--- src/design/sbt_pkg.sv ---
// ----------------------------------------------------------------------------
// Source byte tokenizer package
// Token kinds, scan modes, character constants, the result record and the
// keyword spelling table shared by the tokenizer modules.
// ----------------------------------------------------------------------------
package sbt_pkg;

  // Token kinds as reported on the result channel.
  localparam logic [2:0] KIND_IDENT    = 3'd0;
  localparam logic [2:0] KIND_KEYWORD  = 3'd1;
  localparam logic [2:0] KIND_NUMBER   = 3'd2;
  localparam logic [2:0] KIND_OPERATOR = 3'd3;
  localparam logic [2:0] KIND_STRING   = 3'd4;
  localparam logic [2:0] KIND_SYMBOL   = 3'd5;
  localparam logic [2:0] KIND_EOF      = 3'd6;

  // Scan modes.
  localparam logic [1:0] MODE_IDLE   = 2'd0;
  localparam logic [1:0] MODE_IDENT  = 2'd1;
  localparam logic [1:0] MODE_NUMBER = 2'd2;
  localparam logic [1:0] MODE_STRING = 2'd3;

  // Input commands.
  localparam logic CMD_BYTE = 1'b0;
  localparam logic CMD_END  = 1'b1;

  // Characters with a meaning of their own.
  localparam logic [7:0] CH_QUOTE  = 8'h22;
  localparam logic [7:0] CH_UNDER  = 8'h5f;
  localparam logic [7:0] CH_EQUAL  = 8'h3d;
  localparam logic [7:0] CH_PLUS   = 8'h2b;
  localparam logic [7:0] CH_MINUS  = 8'h2d;
  localparam logic [7:0] CH_LBRACE = 8'h7b;
  localparam logic [7:0] CH_RBRACE = 8'h7d;
  localparam logic [7:0] CH_SPACE  = 8'h20;

  localparam int KW_COUNT = 4;

  // Keyword lengths: class, void, int, string.
  localparam logic [2:0] KW_LEN [KW_COUNT] = '{3'd5, 3'd4, 3'd3, 3'd6};

  typedef struct packed {
    logic [1:0] mode;
    logic [3:0] kw_live;
  } sbt_ctrl_t;

  typedef struct packed {
    logic [2:0]  kind;
    logic [31:0] start;
    logic [15:0] length;
    logic [7:0]  first;
    logic        last;
  } sbt_result_t;

  // Character at position idx of keyword kw; zero beyond the spelling.
  function automatic logic [7:0] kw_char(input logic [1:0] kw, input logic [2:0] idx);
    logic [7:0] ch;
    ch = 8'h00;
    unique case (kw)
      2'd0: begin
        unique case (idx)
          3'd0: ch = "c";
          3'd1: ch = "l";
          3'd2: ch = "a";
          3'd3: ch = "s";
          3'd4: ch = "s";
          default: ch = 8'h00;
        endcase
      end
      2'd1: begin
        unique case (idx)
          3'd0: ch = "v";
          3'd1: ch = "o";
          3'd2: ch = "i";
          3'd3: ch = "d";
          default: ch = 8'h00;
        endcase
      end
      2'd2: begin
        unique case (idx)
          3'd0: ch = "i";
          3'd1: ch = "n";
          3'd2: ch = "t";
          default: ch = 8'h00;
        endcase
      end
      2'd3: begin
        unique case (idx)
          3'd0: ch = "s";
          3'd1: ch = "t";
          3'd2: ch = "r";
          3'd3: ch = "i";
          3'd4: ch = "n";
          3'd5: ch = "g";
          default: ch = 8'h00;
        endcase
      end
      default: ch = 8'h00;
    endcase
    return ch;
  endfunction

  function automatic logic is_alpha(input logic [7:0] c);
    return ((c >= "a") && (c <= "z")) || ((c >= "A") && (c <= "Z"));
  endfunction

  function automatic logic is_digit(input logic [7:0] c);
    return (c >= "0") && (c <= "9");
  endfunction

  function automatic logic is_space(input logic [7:0] c);
    return ((c >= 8'd9) && (c <= 8'd13)) || (c == CH_SPACE);
  endfunction

  function automatic logic is_operator(input logic [7:0] c);
    return (c == CH_EQUAL) || (c == CH_PLUS) || (c == CH_MINUS) ||
           (c == CH_LBRACE) || (c == CH_RBRACE);
  endfunction

endpackage

--- src/design/sbt_scan.sv ---
// ----------------------------------------------------------------------------
// Tokenizer scan step
// Next-state and result logic for one source byte or end-of-source command.
// ----------------------------------------------------------------------------
module sbt_scan #(
  parameter int OFFSET_BITS = 32,
  parameter int LENGTH_BITS = 16
) (
  input  logic                     cmd,
  input  logic [7:0]               byte_in,
  input  sbt_pkg::sbt_ctrl_t       ctrl_i,
  input  logic [OFFSET_BITS-1:0]   cur_i,
  input  logic [OFFSET_BITS-1:0]   start_i,
  input  logic [LENGTH_BITS-1:0]   len_i,
  input  logic [7:0]               first_i,
  output sbt_pkg::sbt_ctrl_t       ctrl_o,
  output logic [OFFSET_BITS-1:0]   cur_o,
  output logic [OFFSET_BITS-1:0]   start_o,
  output logic [LENGTH_BITS-1:0]   len_o,
  output logic [7:0]               first_o,
  output logic                     res0_valid,
  output sbt_pkg::sbt_result_t     res0,
  output logic                     res1_valid,
  output sbt_pkg::sbt_result_t     res1
);
  import sbt_pkg::*;

  logic [OFFSET_BITS-1:0] cur_inc;
  logic [LENGTH_BITS-1:0] len_inc;
  logic [3:0]             kw_ok;
  logic [3:0]             kw_first_ok;
  logic [3:0]             kw_hit;
  logic [2:0]             close_kind;
  logic                   close_v;
  logic                   idle_v;
  sbt_result_t            close_r;
  sbt_result_t            idle_r;
  logic                   open_v;

  assign cur_inc = (cur_i == '1) ? cur_i : cur_i + 1'b1;
  assign len_inc = (len_i == '1) ? len_i : len_i + 1'b1;

  always_comb begin
    for (int k = 0; k < KW_COUNT; k++) begin
      kw_ok[k]       = (len_i < LENGTH_BITS'(KW_LEN[k])) &&
                       (kw_char(2'(k), len_i[2:0]) == byte_in);
      kw_first_ok[k] = (kw_char(2'(k), 3'd0) == byte_in);
      kw_hit[k]      = (len_i == LENGTH_BITS'(KW_LEN[k]));
    end
  end

  always_comb begin
    unique case (ctrl_i.mode)
      MODE_IDENT:  close_kind = (|(ctrl_i.kw_live & kw_hit)) ? KIND_KEYWORD : KIND_IDENT;
      MODE_NUMBER: close_kind = KIND_NUMBER;
      MODE_STRING: close_kind = KIND_STRING;
      default:     close_kind = KIND_IDENT;
    endcase
  end

  assign open_v = (ctrl_i.mode != MODE_IDLE);

  always_comb begin
    close_r.kind   = close_kind;
    close_r.start  = 32'(start_i);
    close_r.length = 16'(len_i);
    close_r.first  = first_i;
    close_r.last   = 1'b0;

    idle_r.kind    = KIND_SYMBOL;
    idle_r.start   = 32'(cur_i);
    idle_r.length  = 16'd1;
    idle_r.first   = byte_in;
    idle_r.last    = 1'b1;

    close_v = 1'b0;
    idle_v  = 1'b0;
    ctrl_o  = ctrl_i;
    cur_o   = cur_i;
    start_o = start_i;
    len_o   = len_i;
    first_o = first_i;

    if (cmd == CMD_END) begin
      // Close any open token, report end of file, then start a new source.
      close_v        = open_v;
      idle_v         = 1'b1;
      idle_r.kind    = KIND_EOF;
      idle_r.length  = 16'd0;
      idle_r.first   = 8'h00;
      ctrl_o.mode    = MODE_IDLE;
      ctrl_o.kw_live = 4'hf;
      cur_o          = '0;
      start_o        = '0;
      len_o          = '0;
      first_o        = 8'h00;
    end else begin
      cur_o = cur_inc;
      priority if ((ctrl_i.mode == MODE_STRING) && (byte_in != CH_QUOTE)) begin
        if (len_i == '0) begin
          first_o = byte_in;
        end
        len_o = len_inc;
      end else if (ctrl_i.mode == MODE_STRING) begin
        close_v     = 1'b1;
        ctrl_o.mode = MODE_IDLE;
      end else if ((ctrl_i.mode == MODE_IDENT) &&
                   (is_alpha(byte_in) || is_digit(byte_in) || (byte_in == CH_UNDER))) begin
        ctrl_o.kw_live = ctrl_i.kw_live & kw_ok;
        len_o          = len_inc;
      end else if ((ctrl_i.mode == MODE_NUMBER) && is_digit(byte_in)) begin
        len_o = len_inc;
      end else begin
        // The byte ends any open token and is then scanned between tokens.
        close_v     = open_v;
        ctrl_o.mode = MODE_IDLE;
        priority if (is_space(byte_in)) begin
          idle_v = 1'b0;
        end else if (is_alpha(byte_in) || (byte_in == CH_UNDER)) begin
          ctrl_o.mode    = MODE_IDENT;
          ctrl_o.kw_live = kw_first_ok;
          start_o        = cur_i;
          len_o          = LENGTH_BITS'(1);
          first_o        = byte_in;
        end else if (is_digit(byte_in)) begin
          ctrl_o.mode    = MODE_NUMBER;
          ctrl_o.kw_live = 4'hf;
          start_o        = cur_i;
          len_o          = LENGTH_BITS'(1);
          first_o        = byte_in;
        end else if (byte_in == CH_QUOTE) begin
          // String contents start after the quote.
          ctrl_o.mode    = MODE_STRING;
          ctrl_o.kw_live = 4'hf;
          start_o        = cur_inc;
          len_o          = '0;
          first_o        = 8'h00;
        end else if (is_operator(byte_in)) begin
          idle_v      = 1'b1;
          idle_r.kind = KIND_OPERATOR;
        end else begin
          idle_v      = 1'b1;
          idle_r.kind = KIND_SYMBOL;
        end
      end
    end
  end

  always_comb begin
    res0_valid = close_v || idle_v;
    res1_valid = close_v && idle_v;
    res0       = close_v ? close_r : idle_r;
    res0.last  = !(close_v && idle_v);
    res1       = idle_r;
    res1.last  = 1'b1;
  end

endmodule

--- src/design/sbt_result_fifo.sv ---
// ----------------------------------------------------------------------------
// Tokenizer result queue
// Four-entry queue that takes up to two results per cycle and hands out one.
// ----------------------------------------------------------------------------
module sbt_result_fifo (
  input  logic                 clk,
  input  logic                 rst_n,
  input  logic                 wr0,
  input  sbt_pkg::sbt_result_t wd0,
  input  logic                 wr1,
  input  sbt_pkg::sbt_result_t wd1,
  output logic                 room2,
  output logic                 rd_valid,
  output sbt_pkg::sbt_result_t rd_data,
  input  logic                 rd_ready
);
  import sbt_pkg::*;

  localparam int DEPTH = 4;

  sbt_result_t mem_r [DEPTH];
  logic [1:0]  wptr_r;
  logic [1:0]  wptr_nxt;
  logic [1:0]  rptr_r;
  logic [1:0]  rptr_nxt;
  logic [2:0]  count_r;
  logic [2:0]  count_nxt;
  logic        pop;

  assign pop      = rd_valid && rd_ready;
  assign rd_valid = (count_r != 3'd0);
  assign rd_data  = mem_r[rptr_r];
  assign room2    = (count_r <= 3'(DEPTH - 2));

  assign wptr_nxt  = wptr_r + {1'b0, wr0} + {1'b0, wr1};
  assign rptr_nxt  = rptr_r + {1'b0, pop};
  assign count_nxt = count_r + {2'b00, wr0} + {2'b00, wr1} - {2'b00, pop};

  always_ff @(posedge clk) begin
    if (wr0) begin
      mem_r[wptr_r] <= wd0;
    end
    if (wr1) begin
      mem_r[wptr_r + 2'd1] <= wd1;
    end
  end

  always_ff @(posedge clk) begin
    if (!rst_n) begin
      wptr_r  <= '0;
      rptr_r  <= '0;
      count_r <= '0;
    end else begin
      wptr_r  <= wptr_nxt;
      rptr_r  <= rptr_nxt;
      count_r <= count_nxt;
    end
  end

endmodule

--- src/design/source_byte_tokenizer.sv ---
// ----------------------------------------------------------------------------
// Source byte tokenizer
// Splits a byte stream of source text into identifier, keyword, number,
// operator, string and symbol tokens, with an end-of-file token at the end.
// ----------------------------------------------------------------------------
//
//   channel  direction  tdata                          tuser          tlast
//   in_      slave      source_byte [7:0]              command [0]    -
//   out_     master     start/length/first_char [55:0] token_kind     last_of_run
//
// Flow: one byte transfer per clock is accepted sustained while the result
// queue has room for two results; each item waits in the input register
// and its results go into the result queue when scanned, then to the out_ port.
// A byte that both closes a token and forms one of its own yields two results,
// and the output port's one transfer per cycle sets the rate in that case.
// Reset is synchronous on rst_n and puts the scanner between tokens at
// offset zero; no clearing pass is needed.
// Stalls: in_tready drops only when the input register is full and the
// result queue has fewer than two free entries.
module source_byte_tokenizer #(
  parameter int OFFSET_BITS = 32,
  parameter int LENGTH_BITS = 16
) (
  input  logic        clk,
  input  logic        rst_n,
  // Input channel.
  input  logic        in_tvalid,
  output logic        in_tready,
  input  logic [7:0]  in_tdata,   // [7:0] source_byte
  input  logic        in_tuser,   // [0] command: 0 byte, 1 end of source
  // Result channel.
  output logic        out_tvalid,
  input  logic        out_tready,
  output logic [55:0] out_tdata,  // [31:0] token_start, [47:32] token_length,
                                  // [55:48] first_char
  output logic [2:0]  out_tuser,  // [2:0] token_kind
  output logic        out_tlast   // last_of_run
);
  import sbt_pkg::*;

  // Input register: one accepted transfer waits here for the scan step.
  logic                   in_valid_r;
  logic                   in_cmd_r;
  logic [7:0]             in_byte_r;
  logic                   consume;
  logic                   room2;

  // Scanner state.
  sbt_ctrl_t              ctrl_r;
  sbt_ctrl_t              ctrl_nxt;
  logic [OFFSET_BITS-1:0] cur_r;
  logic [OFFSET_BITS-1:0] cur_nxt;
  logic [OFFSET_BITS-1:0] start_r;
  logic [OFFSET_BITS-1:0] start_nxt;
  logic [LENGTH_BITS-1:0] len_r;
  logic [LENGTH_BITS-1:0] len_nxt;
  logic [7:0]             first_r;
  logic [7:0]             first_nxt;

  logic                   res0_valid;
  logic                   res1_valid;
  sbt_result_t            res0;
  sbt_result_t            res1;
  sbt_result_t            head;

  // The held item is scanned once the queue can take both of its results,
  // and the input register refills in the same cycle.
  assign consume   = in_valid_r && room2;
  assign in_tready = !in_valid_r || consume;

  always_ff @(posedge clk) begin
    if (!rst_n) begin
      in_valid_r <= 1'b0;
    end else if (in_tready) begin
      in_valid_r <= in_tvalid;
    end
  end

  always_ff @(posedge clk) begin
    if (in_tready && in_tvalid) begin
      in_cmd_r  <= in_tuser;
      in_byte_r <= in_tdata;
    end
  end

  sbt_scan #(
    .OFFSET_BITS(OFFSET_BITS),
    .LENGTH_BITS(LENGTH_BITS)
  ) u_scan (
    .cmd        (in_cmd_r),
    .byte_in    (in_byte_r),
    .ctrl_i     (ctrl_r),
    .cur_i      (cur_r),
    .start_i    (start_r),
    .len_i      (len_r),
    .first_i    (first_r),
    .ctrl_o     (ctrl_nxt),
    .cur_o      (cur_nxt),
    .start_o    (start_nxt),
    .len_o      (len_nxt),
    .first_o    (first_nxt),
    .res0_valid (res0_valid),
    .res0       (res0),
    .res1_valid (res1_valid),
    .res1       (res1)
  );

  // Scanner state is architectural: reset puts it at the start of a source.
  always_ff @(posedge clk) begin
    if (!rst_n) begin
      ctrl_r.mode    <= MODE_IDLE;
      ctrl_r.kw_live <= 4'hf;
      cur_r          <= '0;
      start_r        <= '0;
      len_r          <= '0;
      first_r        <= 8'h00;
    end else if (consume) begin
      ctrl_r  <= ctrl_nxt;
      cur_r   <= cur_nxt;
      start_r <= start_nxt;
      len_r   <= len_nxt;
      first_r <= first_nxt;
    end
  end

  sbt_result_fifo u_results (
    .clk      (clk),
    .rst_n    (rst_n),
    .wr0      (consume && res0_valid),
    .wd0      (res0),
    .wr1      (consume && res1_valid),
    .wd1      (res1),
    .room2    (room2),
    .rd_valid (out_tvalid),
    .rd_data  (head),
    .rd_ready (out_tready)
  );

  assign out_tdata = {head.first, head.length, head.start};
  assign out_tuser = head.kind;
  assign out_tlast = head.last;

endmodule

--- config.mk ---
export PLATFORM = sky130hd
export DESIGN_NAME = source_byte_tokenizer
export DESIGN_NICKNAME = d
export VERILOG_FILES = /design/src/design/sbt_pkg.sv /design/src/design/sbt_scan.sv /design/src/design/sbt_result_fifo.sv /design/src/design/source_byte_tokenizer.sv
export SDC_FILE = /design/constraint.sdc
export NUM_CORES = 1
export LEC_CHECK = 0
export BUFFER_PORTS_ARGS = -buffer_cell sky130_fd_sc_hd__buf_2
export CORE_MARGIN = 5
export CORE_UTILIZATION = 40
export CTS_CLUSTER_DIAMETER = 30
export DETAILED_ROUTE_END_ITERATION = 10
export PLACE_DENSITY = 0.68
export SLEW_MARGIN = 20
export SYNTH_ARGS = -nofsm -noshare
export SYNTH_HDL_FRONTEND = slang
export SYNTH_SLANG_ARGS = --single-unit
--- constraint.sdc ---
create_clock -name clk -period 7 [get_ports clk]
set_input_delay 0.7 -clock clk [delete_from_list [all_inputs] [get_ports clk]]
set_output_delay 0.7 -clock clk [all_outputs]
set_load 0.01 [all_outputs]
-- After elaboration in Yosys (flattened, before gate mapping)
Memory sizes are Yosys's and may differ from the RTL's. A register that Yosys moved wholly into a read port is not among the register bits.
Cells that the tools add are included.
- memory bits (read-only): 0
- latch bits: 0
- memories kept: 1
- RAM bits: 240
- bits in registers: 111
- shift operators: 0
- bitwise logic cells: 2
- reductions and logical operators: 45
- div/mod/pow operators: 0
- mux-type cells: 79
- equal/unequal tests: 46
- add/sub/neg operators: 9
- multiply operators: 0
- $lt $le $gt $ge: 13
- memories (memory ; depth ; width ; rd ports ; clocked after Yosys merged registers in ; write ports ; line ; text):
    u_results.mem_r ; 4 ; 60 ; 1 ; 1 ; 2 ; sbt_result_fifo.sv:21 ; sbt_result_t mem_r [DEPTH];
- operators with widths (kind ; number):
    $mux W32 ; 11
    $mux W16 ; 10
    $mux W8 ; 10
    $mux W60 ; 1
    $pmux W7 S4 ; 2
    $eq A16 B3 Y1 const B ; 3
    $lt A16 B3 Y1 const B ; 3
    $mux W6 ; 7
    $pmux W7 S6 ; 1
    $eq A8 B6 Y1 const B ; 5
    $add A32 B1 Y32 const B ; 1
    $eq A32 B32 Y1 const B ; 1
    $eq A7 B8 Y1 ; 4
    $eq A7 B8 Y1 const A ; 4
    $mux W3 ; 10
    $eq A8 B7 Y1 const B ; 3
    $ne A3 B2 Y1 const B ; 7
    $pmux W7 S3 ; 1
    $mux W1 ; 19
    $logic_and A1 B1 Y1 ; 17
    $add A16 B1 Y16 const B ; 1
    $eq A16 B16 Y1 const B ; 1
    $eq A16 B2 Y1 const B ; 1
    $ge A8 B7 Y1 const B ; 2
    39 further kinds ; 69

-- Longest topological paths before layout
Gate-level depths: netlist of run 1.
- depth in word-level cells: 16
- mapped depth: 15
- gate-level depth less buffers: 13

-- Cells and area by module
Synthesis of run 1 repeated with hierarchy kept, for this count alone.
- cells, all modules: 1975
- area, all modules: 21189.1 sq um
- modules (own cells, without submodules) (module ; times used ; cells an instance ; area each (sq um) ; seq. area each (sq um)):
    sbt_result_fifo ; 1 ; 624 ; 11945.2 ; 7347.0
    sbt_scan ; 1 ; 905 ; 5077.4 ; 0.0
    source_byte_tokenizer ; 1 ; 446 ; 4166.5 ; 2172.1

-- Worst setup path after synthesis of run 1
Ideal clock, no wire load.
- path type: flip-flop to flip-flop
- start point: reg in_byte_r[0]
- end point: reg u_results.count_r[1]
- slack: 3.707 ns
- cell stages (with the launch flop): 14
- setup time: 0.115 ns
- path buffers: 1
- arrival time: 3.178 ns
- data required time: 6.885 ns
- cells stage by stage: edfxtp_1 > buf_4 > nand4b_1 > nand4b_1 > a211oi_4 > a21o_1 > nand2_1 > nor2_1 > inv_1 > ha_1 > fa_1 > inv_1 > fa_1 > and2_1
- word-level cells in the longest chain between the ends: 16
- elaborated cells on any way between the ends: 45
- those cells by class: add/sub: 3; order compare: 8; eq/ne: 4; mux: 14; reduce/logical: 16
- ends and longest elaborated chain (element ; line ; text):
    start, declared ; source_byte_tokenizer.sv:44 ; logic [7:0] in_byte_r;
    start signal, assigned ; source_byte_tokenizer.sv:82 ; in_byte_r <= in_tdata;
    $ge A8 B7 Y1 / $le A8 B7 Y1 (equally long branches) ; sbt_pkg.sv:104 ; return ((c >= "a") && (c <= "z")) || ((c >= "A") && (c <= "Z"));
    $logic_and A1 B1 Y1 ; sbt_pkg.sv:104 ;
    $logic_or A1 B1 Y1 ; sbt_pkg.sv:104 ;
    $logic_or A1 B1 Y1 ; sbt_scan.sv:119 ; end else if (is_alpha(byte_in) || (byte_in == CH_UNDER)) begin
    $mux W1 ; sbt_scan.sv:119 ;
    $mux W1 ; sbt_scan.sv:117 ; priority if (is_space(byte_in)) begin
    $mux W1 ; sbt_scan.sv:111 ; end else if ((ctrl_i.mode == MODE_NUMBER) && is_digit(byte_in)) begin
    $mux W1 ; sbt_scan.sv:107 ; end else if ((ctrl_i.mode == MODE_IDENT) &&
    $mux W1 ; sbt_scan.sv:104 ; end else if (ctrl_i.mode == MODE_STRING) begin
    $mux W1 ; sbt_scan.sv:99 ; priority if ((ctrl_i.mode == MODE_STRING) && (byte_in != CH_QUOTE)) begin
    $mux W1 ; sbt_scan.sv:84 ; if (cmd == CMD_END) begin
    $logic_or A1 B1 Y1 ; sbt_scan.sv:150 ; res0_valid = close_v || idle_v;
    $logic_and A1 B1 Y1 ; source_byte_tokenizer.sv:129 ; .wr0 (consume && res0_valid),
    $add A3 B1 Y3 ; sbt_result_fifo.sv:37 ; assign count_nxt = count_r + {2'b00, wr0} + {2'b00, wr1} - {2'b00, pop};
    $add A3 B1 Y3 (*) ; sbt_result_fifo.sv:37 ;
    $sub A3 B1 Y3 (*) ; sbt_result_fifo.sv:37 ;
    via u_results.count_nxt[1] ; sbt_result_fifo.sv:27 ; logic [2:0] count_nxt;
    end signal, assigned ; sbt_result_fifo.sv:56 ; count_r <= count_nxt;
    end, declared ; sbt_result_fifo.sv:26 ; logic [2:0] count_r;
Mark *: on every way through the listed nets, which the timed path passes. The rest lies on a longest branch.
A chain may end at the register's enable or synchronous reset.

==> run metrics, run 1 <==
sequential-to-total area share from yosys stat=50.7%; Worst path slowest cell=a21oi_2; HP Class=in -> reg; FMAX=between 0.2 and 0.25 GHz; HPWL after detailed placement=28.2 mm; CP peak stage delay=around 0.71 ns; final period utilization=between 60 and 70%; Netlist cell types=between 80 and 90; reg-to-reg slack, setup=2.25 ns; htree depth=3; Worst-Margin Slew=approximately 1.1 ns; endpoint class of the critical path=register; Die Width=between 200 and 250 um; GR Overflow Total=0; GPL Wtd Cong=0.860; die area=just under 50000 um^2; Slew HR=a little under 30%; Lkg Pwr=around 6.7 nW; share of layout cells above drive strength 1=about a fifth; Crit path required time=7.23 ns; global-route wire length before repair=between 70 and 80 mm; EDFF count, synth=~190; Setup crit start kind=register; postcts setup bufs=0; # setup viols final=0; Die H=~220 um; Synth Register Bits=about 350; Sum Neg Setup Slack=0 ns; WL per Instance=21.8 um; Final ANT Viol Nets=0; GRT Total Usage=around 19%; largest net degree at the start of global routing=73; drt via density=roughly 6.0; maxcap violations=0; Avg Cell Area, Syn=11.6 um^2; Post-layout nets=roughly 1500; pwr/cell area=between 300 and 400 nW/um^2; antenna violations before repair=0; clock slew at reported path FFs=around 0.050 ns; Clock Sinks=351; vias in the first global route=12800; Pre-antenna DRT Iters=6; cell chain of the critical path=nor4_4 -> a211oi_2 -> a21oi_2 -> a21oi_4 -> nor3_4 -> buf_4 -> a21oi_4 -> inv_2 -> buf_4; core footprint=about 43000 um^2; IO Pins=between 70 and 80; CTS tree=done; status=finished, final reports clean; Area growth syn-to-layout=17.4%; initial core utilization=about two fifths; Skew-Pair Late Insertion Delay=slightly below 0.6 ns; Post-synth ARST share=0%; Iter 0 DRT Violations=approximately 1400; # rows=76; maximum vdd drop=~0.19 mV; cts repair resizes=0; critical setup path kind=reg -> reg; CTS Buf Count=~70; post-synth net total=approximately 1500; Synth Instances=around 1500; Final Hold Vio Count=0; Final Util=a little under half; RSZ-0062 raised after global routing=false; drt drc=0; Slew Limit Fails=0; IO buf count=74; most frequent cells in the layout=185 x edfxtp_1, 164 x dfxtp_1, 160 x a22o_1, 106 x nor2_1, 77 x nand2_1; crit-path max FO=between 40 and 50; routed vias=12900; clock skew=~0.018 ns; antenna cells=0; Main synth FF type=edfxtp_1; number of synthesis warnings=0; Arr. time, crit path=4.98 ns; Hold Buf Count CTS=0; Netlist Area Pre-Place=17500 um^2; final WL=around 47 mm; commonest non-fill, non-tap cell in the layout=edfxtp_1; clock buffer depth=3; Root Buffer=clkbuf_16; Min Clock Period, post-route=4.75 ns
==> sequential cells by signal, summed over array words and instances (netlist names) <==
| name | count |
|---|---|
| ctrl_r | 6 |
| cur_r | 32 |
| first_r | 8 |
| in_byte_r | 8 |
| in_cmd_r | 1 |
| in_valid_r | 1 |
| len_r | 16 |
| start_r | 32 |
| u_results.count_r | 3 |
| u_results.mem_r | 240 |
| u_results.rptr_r | 2 |
| u_results.wptr_r | 2 |
==> cell usage after synthesis (6+ instances only) <==
cell type,count,share of area (%)
nor3_1,34,0.97
o22ai_1,13,0.46
clkbuf_1,107,2.3
nor2_1,107,2.3
dfxtp_1,166,19
buf_1,10,0.21
a32o_1,66,3.8
buf_4,18,0.77
a22o_1,160,8.0
mux4_2,60,7.7
o21a_1,7,0.30
nand2_1,78,1.7
inv_1,20,0.43
a21o_1,6,0.26
o2bb2ai_2,9,0.77
edfxtp_1,185,32
xor2_1,13,0.65
nand3_1,36,1.0
buf_2,25,0.71
nor4_1,9,0.32
and2_1,18,0.64
o2bb2ai_1,24,1.2
a21oi_1,42,1.2
o21ai_0,42,1.2
and3_1,12,0.43
or3_1,15,0.54
ha_1,9,0.64
xnor2_1,42,2.1
nand4_1,19,0.68
a21oi_4,8,0.74
mux2i_1,16,0.91
nor2b_1,18,0.64
buf_6,7,0.45
==> logic make-up (layout without fill, tap and decap cells) <==
| group | count (synthesis) | after routing | share of synthesized area [%] |
|---|---|---|---|
| AND/OR/NAND/NOR | 383 | 383 | 11.1 |
| flip-flops | 351 | 351 | 50.7 |
| adder cells (fa/ha/maj) | 12 | 12 | 0.986 |
| XOR/XNOR | 55 | 55 | 2.75 |
| multiplexers | 76 | 76 | 8.63 |
| buffers and inverters | 192 | 252 | 4.98 |
| AO/OA/AOI/OAI | 434 | 434 | 20.9 |
==> area by class of cell <==
cell class	instances	area (um^2)
clock buffer	82	1900
multi-input combinational	960	7800
tap	585	732
timing repair buffer	94	520
sequential	351	8890
clock inverter	51	618
fill	3866	22600
inverter	25	93.8
==> critical path: cells and delay by family (launching register included) <==
| kind | cells | cell delay [ns] |
|---|---|---|
| flip-flops | 1 | 0.65 |
| AO/OA/AOI/OAI | 4 | 1.51 |
| buffers and inverters | 3 | 1.57 |
| AND/OR/NAND/NOR | 2 | 0.66 |
==> final timing paths <==
check | start | endpoint | cells past startpoint
hold reg to reg | u_results.mem_r[2][0] | u_results.mem_r[2][0] | 2
setup / recovery | in_byte_r[2] | u_results.mem_r[3][30] | 9
setup reg to reg | in_byte_r[2] | u_results.mem_r[3][30] | 9
hold / removal | in_tdata[1] | in_byte_r[1] | 1
==> metal layers <==
metal / vias to the layer above / routed length (um) / track usage (%)
met5: - / 0 / 0
met4: 0 / 1310 / 6.32
met3: 110 / 2700 / 3.03
met2: 507 / 23200 / 32.5
met1: 6430 / 19600 / 25.4
li1: 5850 / - / -
==> power by group <==
part	switching, W	internal [W]
clock network	0.00117	0.00231
registers	0.000136	0.00228
logic	0.000607	0.000430
total	0.00192	0.00501
==> per-stage QoR <==
stage / hold slack [ns] / power [W] / area [um^2] / setup slack [ns] / instances
6_report: 0.307 / 0.00693 / 20500 / 2.25 / 2148
5_1_grt: 0.295 / 0.00718 / 20500 / 2.06 / 2148
4_1_cts: 0.293 / 0.00700 / 20500 / 2.31 / 2148
3_5_place_dp: 0.452 / 0.00351 / 18000 / 2.33 / 2015
3_3_place_gp: 0.437 / 0.00349 / 18000 / 2.48 / 2015
2_1_floorplan: 0.421 / 0.00314 / 17500 / 3.71 / 1503
(Power assumes the default switching activity.)
==> run 2, diff against run 1 <==
==> constraint.sdc (replaced) <==
create_clock -name clk -period 4.7 [get_ports clk]
set_input_delay 0.47 -clock clk [delete_from_list [all_inputs] [get_ports clk]]
set_output_delay 0.47 -clock clk [all_outputs]
set_load 0.01 [all_outputs]
==> run 2 against run 1 <==
  * Non-clock buffer count increased by 10
  * Cell count is 0.79% higher
  * Combinational power rose by 54%
  * First-iteration DRC count fell by 16%
  * Global-route usage is 0.25 points higher
  * Utilization grew 0.49 points
  * Cell area is 1.0% higher
  * Clock power is 52% higher
  * Flip-flop and latch count did not move
  * Clock skew grew 0.0081 ns
  * Sequential power rose by 49%
  * Critical endpoint is now u_results.count_r[1]
  * Largest cell class unchanged
  * Largest power group unchanged
==> run metrics, run 2 (synthesized netlist as in run 1, its figures left out) <==
Pre-antenna DRT Iters=7; GPL Wtd Cong=about 0.90; Root Buffer=clkbuf_16; placed cell area=about 18000 um^2; Final Hold Vio Count=0; RSZ-0062 raised after global routing=false; Post-layout nets=1543; endpoint class of the critical path=register; crit-path max FO=19; antenna cells=0; # setup viols final=0; GR Overflow Total=0; CTS Buf Count=76; drt drc=0; Setup crit start kind=register; reg-to-reg slack, setup=approximately 0.77 ns; Iter 0 DRT Violations=approximately 1200; Die Width=approximately 220 um; FMAX=roughly 0.25 GHz; WL per Instance=roughly 22 um; critical setup path kind=reg -> reg; most frequent cells in the layout=185 x edfxtp_1, 164 x dfxtp_1, 160 x a22o_1, 106 x nor2_1; Finished Cell Area=20800 um^2; drt via density=6.03; clock skew=around 0.026 ns; htree depth=3; HP Class=in -> reg; postcts setup bufs=0; setup slack at placement=0.784 ns; antenna violations before repair=0; HPWL after detailed placement=approximately 27 mm; Worst-Margin Slew=approximately 0.95 ns; max reg flops=between 200 and 250; Hold Buf Count CTS=0; # rows=between 70 and 80; vias in the first global route=between 10000 and 15000; Power, Total=0.0105 W; met2 Track Usage GR=around a third; maxcap violations=0; Arr. time, crit path=4.39 ns; maximum vdd drop=0.381 mV; initial core utilization=40.6%; Lkg Pwr=about 6.8 nW; global-route wire length before repair=around 75 mm; Final ANT Viol Nets=0; routed vias=13100; clock buffer depth=3; CTS tree=done; final WL=47.4 mm; Area growth syn-to-layout=18.6%; gr busiest metal=met2; biggest regs=u_results.mem_r: 240 flops, cur_r: 32 flops, start_r: 32 flops; met1 Usage GRT=between 20% and 30%; clock slew at reported path FFs=approximately 0.05 ns; Reg with most FFs=u_results.mem_r; commonest non-fill, non-tap cell in the layout=edfxtp_1; final period utilization=83.6%; largest net degree at the start of global routing=64; status=finished, final reports clean; Min Clock Period, post-route=~4 ns; pwr/cell area=a little over 500 nW/um^2; IO Pins=75; Slew Limit Fails=0; Sum Neg Setup Slack=0 ns; Crit path required time=5.16 ns; cts repair resizes=0; Final WS setup=roughly 0.77 ns; Clock Sinks=351; share of layout cells above drive strength 1=between 20% and 30%; core footprint=43200 um^2; met3 usage=approximately 3.7%; GRT Total Usage=about 19%; IO buf count=between 70 and 80; Die H=219 um; Skew-Pair Late Insertion Delay=approximately 0.59 ns; Slew HR=36.7%; die area=around 48000 um^2
run 2: cell types whose count changed in the layout (fill, tap and decap cells not counted), sizes merged:
| cell | before | now |
|---|---|---|
| buf | 94 | 104 |
| bufinv | 9 | 7 |
| clkbuf | 82 | 94 |
| clkinv | 30 | 21 |
| clkinvlp | 2 | 12 |
| inv | 35 | 31 |
run 2: layer usage:
| layer | share of wire [%] | vias to the layer above | wire length [um] |
|---|---|---|---|
| li1 | - | 5891 | - |
| met1 | 42 | 6539 | 19800 |
| met2 | 49 | 509 | 23100 |
| met3 | 5.9 | 121 | 2810 |
| met4 | 3.6 | 0 | 1700 |
| met5 | 0 | - | 0 |
run 2: final timing paths:
| kind | start | end | cells after the start |
|---|---|---|---|
| setup / recovery | in_byte_r[1] | u_results.count_r[1] | 13 |
| hold / removal | in_tdata[6] | in_byte_r[6] | 1 |
| setup reg to reg | in_byte_r[1] | u_results.count_r[1] | 13 |
| hold reg to reg | u_results.mem_r[0][0] | u_results.mem_r[0][0] | 2 |
run 2: worst max-delay path, stage by stage, from the launching register on:
cell      delay, ns
edfxtp_1       0.73
a21oi_1        0.12
nand4b_1       0.34
a211oi_4       0.45
a21o_1         0.17
buf_4          0.22
nand2_1        0.19
nor2_1         0.22
inv_1          0.07
ha_1           0.30
fa_1           0.36
inv_1          0.07
fa_1           0.39
and2_1         0.16
run 2: through the flow:
stage | util [%] | hold WS (ns) | std cells
finish | 48.1 | 0.0722 | 2165
global route | 48.1 | 0.0561 | 2165
CTS | 48.0 | 0.0489 | 2163
detailed placement | 42.0 | 0.444 | 2023
global placement | 42.0 | 0.435 | 2023
floorplan | - | 0.421 | 1503
run 2: final cells by class:
type,instances,area (um^2)
fill,3880,22400
multi-input combinational,960,7800
clock inverter,46,499
sequential,351,8890
timing repair buffer,104,671
inverter,25,93.8
tap,585,732
clock buffer,94,2080
run 2: power breakdown:
part / internal (W) / switching, W / leakage, nW / total [W]
sequential: 0.00339 / 0.000196 / 2.96 / 0.00359
clock: 0.00354 / 0.00174 / 1.24 / 0.00529
combinational: 0.000675 / 0.000928 / 2.63 / 0.00160
total: 0.00761 / 0.00287 / 6.83 / 0.0105
==> run 3, diff against run 2 <==
--- a/config.mk
+++ b/config.mk
@@ -10,7 +10,7 @@
 export CORE_UTILIZATION = 40
 export CTS_CLUSTER_DIAMETER = 30
 export DETAILED_ROUTE_END_ITERATION = 10
-export PLACE_DENSITY = 0.68
+export PLACE_DENSITY = 0.7
 export SLEW_MARGIN = 20
 export SYNTH_ARGS = -nofsm -noshare
 export SYNTH_HDL_FRONTEND = slang
==> constraint.sdc (replaced) <==
create_clock -name clk -period 3.42 [get_ports clk]
set_input_delay 0.342 -clock clk [delete_from_list [all_inputs] [get_ports clk]]
set_output_delay 0.342 -clock clk [all_outputs]
set_load 0.01 [all_outputs]
==> run 3 against run 2 <==
  * Non-clock buffer count is 42 higher
  * Count of clock-buffer cells in the layout decreased by 1
  * Routed wire length grew 0.12%
  * Sequential share of layout area shrank 0.74 points
  * Combinational power rose by 46%
  * Highest routed layer unchanged
  * Global-route usage rose by 0.16 points
  * Critical endpoint unchanged
  * Critical path depth is 1 lower
==> run metrics, run 3 (synthesized netlist as in run 1, its figures left out) <==
share of layout cells above drive strength 1=about a quarter; Hold Path Origin=in_tvalid; global-route wire length before repair=75.6 mm; area taken by flip-flops and latches=about 8900 um^2; Die Width=roughly 220 um; CTS tree=done; Post-layout nets=about 1600; FMAX=0.309 GHz; antenna cells=0; Critical Path Source=in_byte_r[1]; Hold WS=0.0581 ns; clock skew=between 0.03 and 0.04 ns; largest net degree at the start of global routing=64; Lkg Pwr=between 7 and 8 nW; final period utilization=approximately 95%; pwr/cell area=between 600 and 700 nW/um^2; Iter 0 DRT Violations=1192; commonest non-fill, non-tap cell in the layout=edfxtp_1; IO buf count=between 70 and 80; critical setup path kind=reg -> reg; crit-path max FO=11; Final Hold Vio Count=0; Area growth syn-to-layout=20.7%; endpoint class of the critical path=register; Slew HR=between 40% and 50%; CTS Buf Count=76; most frequent cells in the layout=185 x edfxtp_1, 164 x dfxtp_1, 160 x a22o_1, 106 x nor2_1, 81 x clkbuf_16; clock slew at reported path FFs=0.05 ns; Arr. time, crit path=around 3.7 ns; antenna violations before repair=0; core footprint=around 43000 um^2; Die H=about 220 um; gr busiest metal=met2; final WL=47.4 mm; drt drc=0; met3 usage=approximately 4.0%; biggest regs=u_results.mem_r: 240 flops, cur_r: 32 flops, start_r: 32 flops; Root Buffer=clkbuf_16; Worst-Margin Slew=between 0.8 and 0.9 ns; Clock Sinks=approximately 350; maximum vdd drop=roughly 0.45 mV; Min Clock Period, post-route=3.23 ns; Setup crit start kind=register; routed vias=approximately 13000; drt via density=approximately 6; Skew-Pair Late Insertion Delay=about 0.60 ns; GPL Wtd Cong=around 0.89; max reg flops=240; initial core utilization=between 40% and 50%; Reg with most FFs=u_results.mem_r; HP Class=in -> reg; # setup viols final=0; Final Util=about half; maxcap violations=0; met1 Usage GRT=approximately 26%; htree depth=3; reg-to-reg slack, setup=~0.19 ns; vias in the first global route=13200; status=finished, final reports clean; RSZ-0062 raised after global routing=false; IO Pins=75; Sum Neg Setup Slack=0 ns; HPWL after detailed placement=a little under 30 mm; met2 Track Usage GR=around 33%; clock buffer depth=3; Final ANT Viol Nets=0; Slew Limit Fails=0; WL per Instance=between 20 and 25 um; Pre-antenna DRT Iters=6; GR Overflow Total=0; # rows=76; die area=just under 50000 um^2; multi-input logic area=between 7000 and 8000 um^2; worst r2r src=in_byte_r[1]; fill cell count=roughly 3800; GRT Total Usage=between 10% and 20%; Crit path required time=3.91 ns
[run 3: layout make-up]
class                   count  share of cell area (%)
repair buffers            146                    4.85
clock buffers              93                    10.0
clock inverters            49                    2.23
well taps                 585                    3.46
inverters                  25                   0.444
multi-input cells         960                    36.9
flip-flops and latches    351                    42.1
[run 3: worst paths after layout]
kind                           endpoint  cells past startpoint
hold reg to reg   u_results.mem_r[0][0]                      2
hold / removal               in_valid_r                      3
setup reg to reg   u_results.count_r[1]                     12
setup / recovery   u_results.count_r[1]                     12
[run 3: repair_timing]
item	4_1_cts	5_1_grt
hold buffers	9	0
endpoints found under the setup margin	0	2
gates resized for setup	0	1
setup buffers	0	2
endpoints found under the hold margin	9	0
[run 3: per-layer routing]
metal  wire length [um]  up-vias
li1                   -     5981
met1              19500     6708
met2              23600      526
met3               3120       89
met4               1160        0
met5                  0        -
[run 3: power breakdown]
| part | switching [W] | internal [W] |
|---|---|---|
| Combinational | 0.00134 | 0.000999 |
| Clock | 0.00252 | 0.00472 |
| Sequential | 0.000227 | 0.00466 |
| Total | 0.00408 | 0.0104 |
[run 3: per-stage QoR]
| step | area, um^2 | worst slack, ns | power (W) | cells |
|---|---|---|---|---|
| final | 21100 | 0.185 | 0.0145 | 2209 |
| after global routing | 21100 | 0.00425 | 0.0150 | 2209 |
| after CTS | 21100 | 0.179 | 0.0146 | 2206 |
| after detailed placement | 18400 | 0.157 | 0.00732 | 2055 |
| after global placement | 18400 | 0.206 | 0.00729 | 2055 |
| after floorplan | 17500 | 0.127 | 0.00642 | 1503 |
[run 3: critical path, cell delays in order (launching register included)]
cell and delay (ns):
edfxtp_1 0.54, a21oi_1 0.11, nand4b_1 0.33, a211oi_4 0.33, a21o_1 0.21, nand2_1 0.09
nor2_1 0.19, inv_1 0.07, ha_1 0.30, fa_1 0.37, inv_1 0.07, fa_1 0.39
and2_1 0.16
